**config.mk**
```make
export PLATFORM = sky130hd
export DESIGN_NAME = wsdm_ctrl
export DESIGN_NICKNAME = d
export VERILOG_FILES = /design/src/rtl/core/wsdm_pkg.sv /design/src/rtl/core/wsdm_ctrl.sv
export SDC_FILE = /design/constraint.sdc
export NUM_CORES = 1
export LEC_CHECK = 0
export ABC_AREA = 0
export BUFFER_PORTS_ARGS = -buffer_cell sky130_fd_sc_hd__clkbuf_2
export CORE_MARGIN = 2
export CORE_UTILIZATION = 35
export CTS_BUF_LIST = sky130_fd_sc_hd__clkbuf_8 sky130_fd_sc_hd__clkbuf_16
export CTS_CLUSTER_DIAMETER = 80
export DETAILED_ROUTE_END_ITERATION = 8
export PLACE_DENSITY = 0.57
export SYNTH_ARGS = -nofsm -noshare
export SYNTH_HDL_FRONTEND = slang
export SYNTH_SLANG_ARGS = --single-unit
```
**constraint.sdc**
```tcl
create_clock -name i_clk -period 2.7 [get_ports i_clk]
set_clock_uncertainty 0.05 [all_clocks]
set_input_delay 0.405 -clock i_clk [delete_from_list [all_inputs] [get_ports i_clk]]
set_output_delay 0.405 -clock i_clk [all_outputs]
set_load 0.05 [all_outputs]
```
**src/rtl/core/wsdm_pkg.sv**
```systemverilog
// Package for the window shape descriptor match block.
// Holds sizes, status codes, sequencer states, datapath operations and the
// command and status structs. Depends on nothing.
package wsdm_pkg;

    localparam int P          = 17;                  // descriptor points
    localparam int D          = P - 1;
    localparam int MAX_WINDOW = 64;
    localparam int AW         = $clog2(MAX_WINDOW);  // sample memory address
    localparam int CW         = $clog2(MAX_WINDOW + 1);
    localparam int IW         = $clog2(P);
    localparam int RW         = $clog2(D + 1);       // interpolation weight
    localparam int SW         = 24;                  // sample width
    localparam int SUMW       = SW + AW;
    localparam int KW         = 2 * CW + 1;
    localparam int NEW        = SW + 1 + CW + RW;
    localparam int PW         = SW + RW + 1;         // weighted sample product
    localparam int WW         = 44;                  // residual width
    localparam int QW         = 16;                  // descriptor width
    localparam int BW         = $clog2(QW);
    localparam int LW         = 17;                  // match limit width
    localparam int ACCW       = 2 * QW + IW;
    localparam int LIMW       = LW + IW + QW;

    localparam logic [LW-1:0] LIMIT_RESET = LW'(6554);

    localparam logic [1:0] STAT_OK    = 2'd0;
    localparam logic [1:0] STAT_FLAT  = 2'd1;
    localparam logic [1:0] STAT_SHORT = 2'd2;
    localparam logic [1:0] STAT_LONG  = 2'd3;

    typedef enum logic [3:0] {
        S_COLLECT, S_CHECK, S_PREP, S_RDA, S_RDB, S_MUL1, S_MUL2, S_WRW,
        S_RANGE, S_NINIT, S_NSTEP, S_SQ, S_ACC, S_MATCH, S_OUT
    } t_state;

    typedef enum logic [3:0] {
        OP_NONE, OP_STORE, OP_CHECK, OP_PREP, OP_RDA, OP_RDB, OP_MUL1, OP_MUL2,
        OP_WRW, OP_RANGE, OP_NINIT, OP_NSTEP, OP_SQ, OP_ACC, OP_MATCH, OP_OUTW
    } t_op;

    typedef struct packed {
        t_op           op;
        logic [IW-1:0] idx;
    } t_cmd;

    typedef struct packed {
        logic cut;   // window too long or too short
        logic flat;  // all residuals equal
    } t_sts;

endpackage

```
**src/rtl/core/wsdm_ctrl.sv**
```systemverilog
// Sequencer for the window shape descriptor match block.
// Walks collection, per-point residuals, normalization, match and output.
// Depends on wsdm_pkg.
module wsdm_ctrl (
    input  logic              i_clk,
    input  logic              i_rst_n,
    input  logic              i_valid,
    input  logic              i_last_sample,
    output logic              o_stall,
    output logic              o_valid,
    input  logic              i_stall,
    input  wsdm_pkg::t_sts    i_sts,
    output wsdm_pkg::t_cmd    o_cmd
);

    wsdm_pkg::t_state                 r_state, n_state;
    logic [wsdm_pkg::IW-1:0]          r_idx, n_idx;
    logic [wsdm_pkg::BW-1:0]          r_bit, n_bit;
    logic                             w_idx_last;

    assign w_idx_last = (r_idx == wsdm_pkg::IW'(wsdm_pkg::P - 1));

    always_ff @(posedge i_clk) begin
        if (!i_rst_n) begin
            r_state <= wsdm_pkg::S_COLLECT;
            r_idx   <= '0;
            r_bit   <= '0;
        end else begin
            r_state <= n_state;
            r_idx   <= n_idx;
            r_bit   <= n_bit;
        end
    end

    always_comb begin
        n_state    = r_state;
        n_idx      = r_idx;
        n_bit      = r_bit;
        o_stall    = 1'b1;
        o_valid    = 1'b0;
        o_cmd.op   = wsdm_pkg::OP_NONE;
        o_cmd.idx  = r_idx;
        case (r_state)
            wsdm_pkg::S_COLLECT: begin
                o_stall = 1'b0;
                if (i_valid) begin
                    o_cmd.op = wsdm_pkg::OP_STORE;
                    if (i_last_sample) n_state = wsdm_pkg::S_CHECK;
                end
            end
            wsdm_pkg::S_CHECK: begin
                o_cmd.op = wsdm_pkg::OP_CHECK;
                n_idx    = '0;
                n_state  = i_sts.cut ? wsdm_pkg::S_OUT : wsdm_pkg::S_PREP;
            end
            wsdm_pkg::S_PREP: begin
                o_cmd.op = wsdm_pkg::OP_PREP;
                n_state  = wsdm_pkg::S_RDA;
            end
            wsdm_pkg::S_RDA: begin
                o_cmd.op = wsdm_pkg::OP_RDA;
                n_state  = wsdm_pkg::S_RDB;
            end
            wsdm_pkg::S_RDB: begin
                o_cmd.op = wsdm_pkg::OP_RDB;
                n_state  = wsdm_pkg::S_MUL1;
            end
            wsdm_pkg::S_MUL1: begin
                o_cmd.op = wsdm_pkg::OP_MUL1;
                n_state  = wsdm_pkg::S_MUL2;
            end
            wsdm_pkg::S_MUL2: begin
                o_cmd.op = wsdm_pkg::OP_MUL2;
                n_state  = wsdm_pkg::S_WRW;
            end
            wsdm_pkg::S_WRW: begin
                o_cmd.op = wsdm_pkg::OP_WRW;
                if (w_idx_last) begin
                    n_idx   = '0;
                    n_state = wsdm_pkg::S_RANGE;
                end else begin
                    n_idx   = r_idx + 1'b1;
                    n_state = wsdm_pkg::S_RDA;
                end
            end
            wsdm_pkg::S_RANGE: begin
                o_cmd.op = wsdm_pkg::OP_RANGE;
                n_state  = i_sts.flat ? wsdm_pkg::S_OUT : wsdm_pkg::S_NINIT;
            end
            wsdm_pkg::S_NINIT: begin
                o_cmd.op = wsdm_pkg::OP_NINIT;
                n_bit    = '0;
                n_state  = wsdm_pkg::S_NSTEP;
            end
            wsdm_pkg::S_NSTEP: begin
                o_cmd.op = wsdm_pkg::OP_NSTEP;
                n_bit    = r_bit + 1'b1;
                if (r_bit == wsdm_pkg::BW'(wsdm_pkg::QW - 1)) n_state = wsdm_pkg::S_SQ;
            end
            wsdm_pkg::S_SQ: begin
                o_cmd.op = wsdm_pkg::OP_SQ;
                n_state  = wsdm_pkg::S_ACC;
            end
            wsdm_pkg::S_ACC: begin
                o_cmd.op = wsdm_pkg::OP_ACC;
                if (w_idx_last) begin
                    n_idx   = '0;
                    n_state = wsdm_pkg::S_MATCH;
                end else begin
                    n_idx   = r_idx + 1'b1;
                    n_state = wsdm_pkg::S_NINIT;
                end
            end
            wsdm_pkg::S_MATCH: begin
                o_cmd.op = wsdm_pkg::OP_MATCH;
                n_state  = wsdm_pkg::S_OUT;
            end
            wsdm_pkg::S_OUT: begin
                o_valid = 1'b1;
                if (!i_stall) begin
                    o_cmd.op = wsdm_pkg::OP_OUTW;
                    if (w_idx_last) begin
                        n_idx   = '0;
                        n_state = wsdm_pkg::S_COLLECT;
                    end else begin
                        n_idx   = r_idx + 1'b1;
                    end
                end
            end
            default: begin
                n_state = wsdm_pkg::S_COLLECT;
            end
        endcase
    end

endmodule

```
==> flow_summary.json, run 1 <==
{
  "die-area_um2": 3150,
  "avgRoutedWirePerCell_um": 13.4,
  "cap_viol_max_count": 0,
  "sw_frac_of_total": 0.520,
  "postCtsHoldBufs": 0,
  "grt_start_max_net_pins": 25,
  "reg2reg_depth": 4,
  "start_util": 0.377,
  "antenna_found_initial": 0,
  "drtPass1Iterations": 4,
  "period_needed_ps": 2200,
  "crit_type": "flip-flop to primary output",
  "synth_cells": 123,
  "dr_wl_met2_um": 995,
  "rsz0062_at_grt": "false",
  "p_seq_frac": 0.327,
  "worstSetupStartpointType": "flip-flop",
  "drive_gt1_frac": 0.176,
  "status": "finished, final reports clean",
  "post_cts.repair.setup_buffers": 0,
  "ys_async_sr_fraction": 0,
  "n_antenna_cell": 0,
  "hp-start": "r_bit[3]",
  "setup_slack_ps": 497,
  "cp.required_ps": 2250,
  "p_comb_frac": 0.506,
  "hold_violations": 0,
  "synth.net_count": 133,
  "fmax_mhz": 454,
  "slew_viol_final": 0,
  "fin_crit_sh": 0.816,
  "fin_nets": 147,
  "cts_resized": 0,
  "yosys.cell_types.count": 42,
  "path_clk_slew_ps": 50,
  "synth_edf_count": 0,
  "cpMaxStageDelayCell": "dfxtp_1",
  "cts.htree.levels": 1,
  "grtUsageTotal": 0.142,
  "clock_power_share": 0.166,
  "worstMarginPinSlew_ps": 698,
  "tns_ps": 0,
  "place_area_um2": 1040,
  "insertion_delay_ps": 240,
  "fin_area_um2": 1080,
  "dpl.hpwl_um": 1640,
  "drcViolationCount": 0,
  "crit_arrival_ps": 1750,
  "yosysSeqAreaShare": 0.273,
  "p_sw_w": 0.000525,
  "synthesis.area_um2": 952,
  "max_stage_delay_ps": 700,
  "vias": 947,
  "min_path_cells": 1,
  "vias_per_cell": 5.70,
  "grt_pass1_vias": 826,
  "worstReg2RegEnd": "r_idx[2]",
  "relSlewSlack": 0.534,
  "coreArea_um2": 2520,
  "r2r_start": "r_state[0]",
  "globalRouteOverflowTotal": 0,
  "gp_congestion": 0.838,
  "whs_ps": 402,
  "p_leak_nw": 0.456,
  "cts_sinks": 13,
  "yosys_register_bits": 13,
  "hold_path.class": "flip-flop to flip-flop",
  "dr_wl_met3_um": 60,
  "grt_pass1_wl_um": 3670,
  "cp_cell_sequence": "nand3_1 > o211a_1 > clkbuf_2",
  "yosys_warnings": 0,
  "cts_root_buf": "clkbuf_8",
  "rows": 18,
  "cts_buffers": 3,
  "wl_met1_um": 1140,
  "drt-initial-drc-count": 24,
  "tritoncts": "built",
  "die_height_um": 56.2,
  "crit_path_max_fanout": 20,
  "powerDensity_nw_per_um2": 932,
  "whs_endpoint": "r_bit[3]",
  "top_layer": "met4",
  "syn2layout_area_growth_pct": 13.8,
  "routed_wl_um": 2220,
  "port-buffer-count": 17,
  "boundaryPins": 18,
  "avgSynthCellArea_um2": 7.74,
  "r2r_slack_ps": 600,
  "setup_viol": 0,
  "place_ws_ps": 613,
  "p_int_w": 0.000485,
  "antenna_left": 0,
  "cp-end-kind": "primary output",
  "dieWidth_um": 56.2,
  "clock_path_buffers": 2,
  "ir_drop_mv": 0.533,
  "synth_flop_cell": "dfxtp_1"
}
final cells by class:
type | instances | area (um^2)
Tap cell | 30 | 37.5
Multi-Input combinational cell | 93 | 622
Inverter | 9 | 33.8
Clock buffer | 3 | 41.3
Timing Repair Buffer | 17 | 85.1
Fill cell | 282 | 1440
Clock inverter | 1 | 3.75
Sequential cell | 13 | 260
registers in the layout, indices dropped and copies added, names as in the netlist:
register	cells
r_bit	4
r_idx	5
r_state	4
layer usage:
| layer | track usage | up-vias |
|---|---|---|
| met5 | 0 | - |
| met4 | 0.0510 | 0 |
| met3 | 0.0279 | 4 |
| met2 | 0.215 | 12 |
| met1 | 0.199 | 448 |
| li1 | - | 483 |
critical path: cells and delay by family (launching register included):
kind                   cells  cell delay (ps)
DFF                        1              700
AOI/OAI and AO/OA          1              290
and+or+nand+nor            1              280
buffers and inverters      1              240
worst max-delay path by stage:
stage	from	end	slack, ps	cells after the start
after floorplan	r_state[0]	o_cmd[7]	230	4
after CTS	r_state[1]	o_cmd[5]	510	3
after global placement	r_state[0]	r_idx[2]	660	4
after detailed placement	r_state[0]	r_idx[2]	610	4
final	r_state[1]	o_cmd[5]	500	3
after global routing	r_state[0]	o_cmd[6]	370	4
logic make-up after synthesis:
group	Yosys count	synth area share
flops	13	0.273
simple gates	48	0.277
xor+xnor	1	0.00920
buf+inv	17	0.0736
fa+ha+maj	3	0.0394
compound gates	41	0.327
power by group through the flow:
stage	Clock, W	Sequential [W]	Combinational [W]
final	0.000168	0.000331	0.000511
after global routing	0.000184	0.000344	0.000551
after CTS	0.000171	0.000330	0.000514
after detailed placement	0	0.000335	0.000512
after global placement	0	0.000332	0.000505
after floorplan	0	0.000239	0.000506
cell usage after synthesis, drive strengths merged, types with 3 or more instances:
cell,instances,area [um^2]
a21oi,8,40.0
nand3,8,40.0
inv,9,33.8
o211ai,4,30.0
dfxtp,13,260
o21ai,10,50.1
buf,6,28.8
nand2,11,41.3
ha,3,37.5
a32o,4,40.0
nand3b,3,22.5
nor2,12,45.0
cells in the final DEF (no fill, tap or decap), types with 2 or more instances in the layout:
cell / instances
a21oi_1: 8
and3_1: 2
a32o_1: 4
a31oi_1: 2
o21ai_0: 10
ha_1: 3
inv_1: 9
clkbuf_2: 17
nand2_1: 11
clkbuf_8: 3
nand3_1: 8
nand3b_1: 3
o211a_1: 2
dfxtp_1: 13
nor2_1: 12
o211ai_1: 4
metrics by stage:
stage                     utilization  power, W  std cells
after floorplan                     -  0.000745        123
after global placement          0.412  0.000836        162
after detailed placement        0.412  0.000847        162
after CTS                       0.430   0.00102        166
after global routing            0.430   0.00108        166
final                           0.430   0.00101        166
No activity file was read; power rests on OpenSTA's default activity.
==> run 2: changes to the inputs <==
--- a/config.mk
+++ b/config.mk
@@ -5,14 +5,14 @@
 export SDC_FILE = /design/constraint.sdc
 export NUM_CORES = 1
 export LEC_CHECK = 0
-export ABC_AREA = 0
+export ABC_AREA = 1
 export BUFFER_PORTS_ARGS = -buffer_cell sky130_fd_sc_hd__clkbuf_2
 export CORE_MARGIN = 2
 export CORE_UTILIZATION = 35
 export CTS_BUF_LIST = sky130_fd_sc_hd__clkbuf_8 sky130_fd_sc_hd__clkbuf_16
 export CTS_CLUSTER_DIAMETER = 80
 export DETAILED_ROUTE_END_ITERATION = 8
-export PLACE_DENSITY = 0.57
+export PLACE_DENSITY = 0.59
 export SYNTH_ARGS = -nofsm -noshare
 export SYNTH_HDL_FRONTEND = slang
 export SYNTH_SLANG_ARGS = --single-unit
==> constraint.sdc (replaced) <==
create_clock -name i_clk -period 2 [get_ports i_clk]
set_clock_uncertainty 0.05 [all_clocks]
set_input_delay 0.3 -clock i_clk [delete_from_list [all_inputs] [get_ports i_clk]]
set_output_delay 0.3 -clock i_clk [all_outputs]
set_load 0.05 [all_outputs]
==> run 2 against run 1 <==
  * Setup slack worse by 370 ps
  * Combinational power rose by 62%
  * Sequential share of layout area shrank 1.1 points
  * Critical path type unchanged
==> flow_summary.json, run 2 <==
{
  "status": "finished, final reports clean",
  "synth_flop_cell": "dfxtp_1",
  "period_needed_ps": 1880,
  "tritoncts": "built",
  "coreArea_um2": 2690,
  "cts_sinks": 13,
  "yosys_register_bits": 13,
  "path_clk_slew_ps": 60,
  "top_regs": "r_idx: 5 flops, r_bit: 4 flops, r_state: 4 flops",
  "sw_frac_of_total": 0.541,
  "drtPass1Iterations": 4,
  "synth.net_count": 181,
  "avgRoutedWirePerCell_um": 11.0,
  "avgSynthCellArea_um2": 5.69,
  "yosys.cell_types.count": 17,
  "cts.htree.levels": 1,
  "antenna_left": 0,
  "synth_cells": 171,
  "cp.required_ps": 1650,
  "grtUsageTotal": 0.175,
  "p_sw_w": 0.000787,
  "worstSetupStartpointType": "flip-flop",
  "port-buffer-count": 17,
  "relSlewSlack": 0.789,
  "fin_cells": 222,
  "cts_root_buf": "clkbuf_8",
  "fin_nets": 202,
  "r2r_slack_ps": 460,
  "cp-endpoint": "o_cmd[8]",
  "final_cell_mix": "nand2_1 (50), nor2_1 (29), inv_1 (21)",
  "ys_async_sr_fraction": 0,
  "finalPower_w": 0.00145,
  "p_int_w": 0.000668,
  "dieWidth_um": 56.7,
  "fin_crit_sh": 0.939,
  "grt_pass1_wl_um": 4420,
  "die-area_um2": 3220,
  "routed_wl_um": 2430,
  "p_comb_frac": 0.571,
  "largest_reg_flops": 5,
  "clock_path_buffers": 2,
  "yosys_warnings": 0,
  "cts_buffers": 3,
  "largest_register": "r_idx",
  "boundaryPins": 18,
  "p_leak_nw": 0.605,
  "yosys.area.top_type": "dfxtp_1",
  "syn2layout_area_growth_pct": 18.7,
  "setup.worst_path.start": "r_state[0]",
  "setup_viol": 0,
  "synthTopCellsByCount": "nand2_1 (51), nor2_1 (30), inv_1 (20)",
  "final_common_cell": "nand2_1",
  "clock_power_share": 0.159,
  "grt_start_max_net_pins": 10,
  "hold_violations": 0,
  "yosysTopAreaCellShare": 0.268,
  "cap_viol_max_count": 0,
  "dpl.hpwl_um": 1930,
  "fmax_mhz": 533,
  "crit_type": "flip-flop to primary output",
  "globalRouteOverflowTotal": 0,
  "antenna_found_initial": 0,
  "crit_arrival_ps": 1530,
  "cp-end-kind": "primary output",
  "worstReg2RegEnd": "r_idx[2]",
  "gp_congestion": 0.843,
  "fill_cells": 303,
  "insertion_delay_ps": 250,
  "die_height_um": 56.7,
  "ir_drop_mv": 0.734,
  "vias_per_cell": 5.07,
  "drive_gt1_frac": 0.173,
  "n_antenna_cell": 0,
  "powerDensity_nw_per_um2": 1260,
  "rsz0062_at_grt": "true",
  "reg2reg_depth": 11,
  "grt_pass1_vias": 1026,
  "r2r_start": "r_idx[0]",
  "slew_viol_final": 0,
  "dpl.cell_count": 218,
  "rows": 19,
  "synth_most_common_cell": "nand2_1",
  "drt-initial-drc-count": 60,
  "yosysSeqAreaShare": 0.268,
  "crit_path_max_fanout": 6,
  "synth_edf_count": 0,
  "worstMarginPinSlew_ps": 314,
  "hold_path.class": "input pin to flip-flop",
  "p_seq_frac": 0.270,
  "start_util": 0.362,
  "drcViolationCount": 0,
  "final_util": 0.429,
  "synthesis.area_um2": 972,
  "post_cts.repair.setup_buffers": 0,
  "synth.area.top_cells": "dfxtp_1 (27%), nand2_1 (20%), nor2_1 (12%)",
  "whs_ps": 311,
  "vias": 1126
}
run 2: cell types whose count changed after synthesis, moves of 5 or more:
cell     before  now
inv_1         8   20
nand2_1      11   51
nand3_1       8   17
nand4_1       1    6
nor2_1       12   30
run 2: cells by family (layout without fill, tap and decap cells):
group	count (synthesis)	in the layout	share of synthesized area
adders and majority gates	3	3	0.0386
and+or+nand+nor	110	110	0.493
DFF	13	13	0.268
AOI/OAI and AO/OA	20	20	0.103
buffers and inverters	25	45	0.0978
run 2: power groups by stage:
stage	clock, W	sequential (W)	combinational, W
final	0.000232	0.000393	0.000830
after global routing	0.000260	0.000403	0.000915
after CTS	0.000247	0.000385	0.000815
after detailed placement	0	0.000391	0.000814
after global placement	0	0.000387	0.000818
after floorplan	0	0.000469	0.000565
run 2: how the worst min path moves through the flow:
stage | from | to | slack, ps | cells after the start
floorplan | i_rst_n | r_idx[1] | 370 | 2
CTS | i_rst_n | r_idx[3] | 310 | 3
global route | i_rst_n | r_idx[3] | 330 | 3
global placement | r_bit[0] | r_bit[0] | 420 | 1
detailed placement | r_bit[1] | r_bit[1] | 430 | 2
finish | i_rst_n | r_idx[1] | 310 | 3
run 2: critical path, cell delays in order (launching register included):
cell      delay [ps]
dfxtp_1          330
inv_1            120
nand2_2          100
nor2_4           130
nand2_2          120
and3_1           210
nand2_1           50
clkbuf_4         220
run 2: routing by layer:
| metal | vias to the layer above | GRT usage | share of wire |
|---|---|---|---|
| met3 | 4 | 0.0507 | 0.035 |
| li1 | 585 | - | - |
| met2 | 19 | 0.287 | 0.49 |
| met4 | 0 | 0.0646 | 0.0095 |
| met1 | 518 | 0.216 | 0.46 |
| met5 | - | 0 | 0 |
run 2: layout make-up:
type,instances,area [um^2],area share
well taps,31,38.8,0.0336
inverters,24,90.1,0.0781
multi-input cells,133,622,0.539
clock buffers,3,41.3,0.0358
clock inverters,1,3.75,0.00325
flip-flops and latches,13,264,0.229
repair buffers,17,93.8,0.0813
run 2: stage by stage:
stage / cell area [um^2] / setup TNS [ps] / setup slack [ps]
4_1_cts: 1140 / 0 / 8.48
3_5_place_dp: 1090 / 0 / 279
2_1_floorplan: 972 / 0 / 65.1
5_1_grt: 1150 / -37.8 / -37.8
6_report: 1150 / 0 / 123
3_3_place_gp: 1090 / 0 / 312
run 2: what timing repair did:
| action | 4_1_cts | 5_1_grt |
|---|---|---|
| hold buffers | 0 | 0 |
| resized for setup | 0 | 11 |
| endpoints found under the setup margin | 0 | 3 |
==> run 3: changes to the inputs <==
--- a/config.mk
+++ b/config.mk
@@ -7,12 +7,11 @@
 export LEC_CHECK = 0
 export ABC_AREA = 1
 export BUFFER_PORTS_ARGS = -buffer_cell sky130_fd_sc_hd__clkbuf_2
-export CORE_MARGIN = 2
-export CORE_UTILIZATION = 35
+export CORE_UTILIZATION = 49
 export CTS_BUF_LIST = sky130_fd_sc_hd__clkbuf_8 sky130_fd_sc_hd__clkbuf_16
 export CTS_CLUSTER_DIAMETER = 80
 export DETAILED_ROUTE_END_ITERATION = 8
-export PLACE_DENSITY = 0.59
+export PLACE_DENSITY = 0.77
 export SYNTH_ARGS = -nofsm -noshare
 export SYNTH_HDL_FRONTEND = slang
 export SYNTH_SLANG_ARGS = --single-unit
==> run 3 against run 2 <==
  * Worst hold slack got worse by 27 ps
  * Sequential share of layout area hardly changed
  * First-iteration DRC count shrank 1.7%
  * Cell count is 1.8% lower
  * Critical path type unchanged
  * Critical endpoint unchanged
  * Register-to-register slack got worse by 40 ps
  * Critical path depth stayed put
  * Wire length increased by 0.21%
  * Total power grew 1.5%
  * Die area is 33% lower
  * Non-clock buffer count rose by 2
  * Maximum frequency is essentially flat
==> flow_summary.json, run 3 (synthesis gave the netlist of run 2 again) <==
{
  "postCtsHoldBufs": 0,
  "crit_top_cell": "nand2_2",
  "dieWidth_um": 46.5,
  "grt_pass1_wl_um": 3880,
  "drive_gt1_frac": 0.176,
  "worstSetupStartpointType": "flip-flop",
  "die-area_um2": 2170,
  "crit_type": "flip-flop to primary output",
  "largest_reg_flops": 5,
  "cap_viol_max_count": 0,
  "path_clk_slew_ps": 60,
  "drcViolationCount": 0,
  "vias_per_cell": 5.26,
  "place_area_um2": 1100,
  "p_sw_w": 0.000801,
  "rsz0062_at_grt": "false",
  "place_ws_ps": 240,
  "routed_wl_um": 2440,
  "cp.required_ps": 1650,
  "drtPass1Iterations": 4,
  "cp_num_cells": 7,
  "crit_path_max_fanout": 6,
  "hold_path.class": "input pin to flip-flop",
  "fin_cells": 218,
  "setup_viol": 0,
  "dpl.cell_count": 214,
  "vias": 1147,
  "max_stage_delay_ps": 320,
  "start_util": 0.540,
  "drt-initial-drc-count": 59,
  "boundaryPins": 18,
  "cp_cell_sequence": "inv_1 > nand2_2 > nor2_4 > nand2_2 > and3_1 > nand2_1 > buf_4",
  "status": "finished, final reports clean",
  "setup_slack_ps": 122,
  "powerDensity_nw_per_um2": 1280,
  "avgRoutedWirePerCell_um": 11.2,
  "relSlewSlack": 0.809,
  "cpMaxStageDelayCell": "dfxtp_1",
  "crit_buf_inv": 2,
  "finalPower_w": 0.00148,
  "largest_register": "r_idx",
  "rows": 15,
  "setup.worst_path.start": "r_state[0]",
  "crit_arrival_ps": 1530,
  "antenna_left": 0,
  "grt_start_max_net_pins": 10,
  "worstReg2RegEnd": "r_state[2]",
  "coreArea_um2": 1800,
  "cp-end-kind": "primary output",
  "period_needed_ps": 1880,
  "fin_nets": 204,
  "final_cell_mix": "nand2_1 (50), nor2_1 (30), inv_1 (21)",
  "final_common_cell": "nand2_1",
  "reg2reg_depth": 10,
  "dpl.hpwl_um": 1960,
  "die_height_um": 46.5,
  "gp_congestion": 0.935,
  "n_antenna_cell": 0,
  "fin_area_um2": 1150,
  "port-buffer-count": 17,
  "r2r_start": "r_idx[0]",
  "fin_crit_sh": 0.939,
  "antenna_found_initial": 0,
  "worstMarginPinSlew_ps": 283,
  "tritoncts": "built",
  "cts_buffers": 3,
  "top_regs": "r_idx: 5 flops, r_bit: 4 flops, r_state: 4 flops",
  "syn2layout_area_growth_pct": 18.8,
  "cts_root_buf": "clkbuf_8",
  "p_int_w": 0.000676,
  "p_leak_nw": 0.613,
  "sw_frac_of_total": 0.542,
  "cts_sinks": 13,
  "p_comb_frac": 0.575,
  "clock_power_share": 0.160,
  "globalRouteOverflowTotal": 0,
  "grt_pass1_vias": 919,
  "ir_drop_mv": 0.972,
  "critPathTopFamily": "simple AND/OR/NAND/NOR gates",
  "insertion_delay_ps": 250,
  "fmax_mhz": 533,
  "p_seq_frac": 0.265,
  "grtUsageTotal": 0.256,
  "cp-endpoint": "o_cmd[8]",
  "hold_violations": 0,
  "tns_ps": 0,
  "clock_path_buffers": 2,
  "cts.htree.levels": 1,
  "r2r_slack_ps": 420,
  "slew_viol_final": 0
}
[run 3: what timing repair did]
item                                    in CTS  in global routing
endpoints found under the setup margin       2                  3
setup buffers                                0                  0
gates cloned                                 0                  0
gates resized for setup                      2                  6
pin swaps                                    0                  0
[run 3: power by group through the flow]
stage	sequential [W]	combinational, W	clock, W
after global placement	0.000384	0.000837	0
after CTS	0.000385	0.000844	0.000242
after detailed placement	0.000391	0.000836	0
after floorplan	0.000469	0.000565	0
after global routing	0.000400	0.000933	0.000255
final	0.000391	0.000850	0.000237
[run 3: layout make-up]
class	count	area, um^2
inverter	24	90.1
clock buffer	3	41.3
multi-input combinational	133	619
timing repair buffer	19	105
clock inverter	1	3.75
fill	177	647
tap	25	31.3
sequential	13	264
[run 3: how the worst min path moves through the flow]
stage | depth (start not counted) | slack (ps) | startpoint | to
after floorplan | 2 | 370 | i_rst_n | r_idx[1]
after global placement | 1 | 410 | r_bit[0] | r_bit[0]
after global routing | 3 | 320 | i_rst_n | r_idx[3]
after detailed placement | 2 | 420 | r_bit[3] | r_bit[3]
final | 3 | 280 | i_rst_n | r_idx[3]
after CTS | 3 | 290 | i_rst_n | r_idx[3]
[run 3: worst register-to-register path: stages (launching register included)]
cell and delay [ps]:
dfxtp_1 430, inv_1 90, ha_1 190, nand2_1 60, inv_1 40, nand2_1 170
inv_1 90, nand2_1 70, nand3_1 70, nor2_1 130, a21oi_1 80
[run 3: metal layers]
| metal | part of all wire | up-vias | wire, um | global-route usage |
|---|---|---|---|---|
| met5 | 0 | - | 0 | 0 |
| met4 | 0.0078 | 0 | 19 | 0.0529 |
| met3 | 0.039 | 5 | 94 | 0.0706 |
| met2 | 0.50 | 27 | 1220 | 0.450 |
| met1 | 0.45 | 524 | 1100 | 0.305 |
| li1 | - | 591 | - | - |
[run 3: metrics by stage]
stage	utilization	hold WS (ps)
floorplan	-	370
global placement	0.610	415
detailed placement	0.610	421
CTS	0.638	287
global route	0.641	317
finish	0.641	284
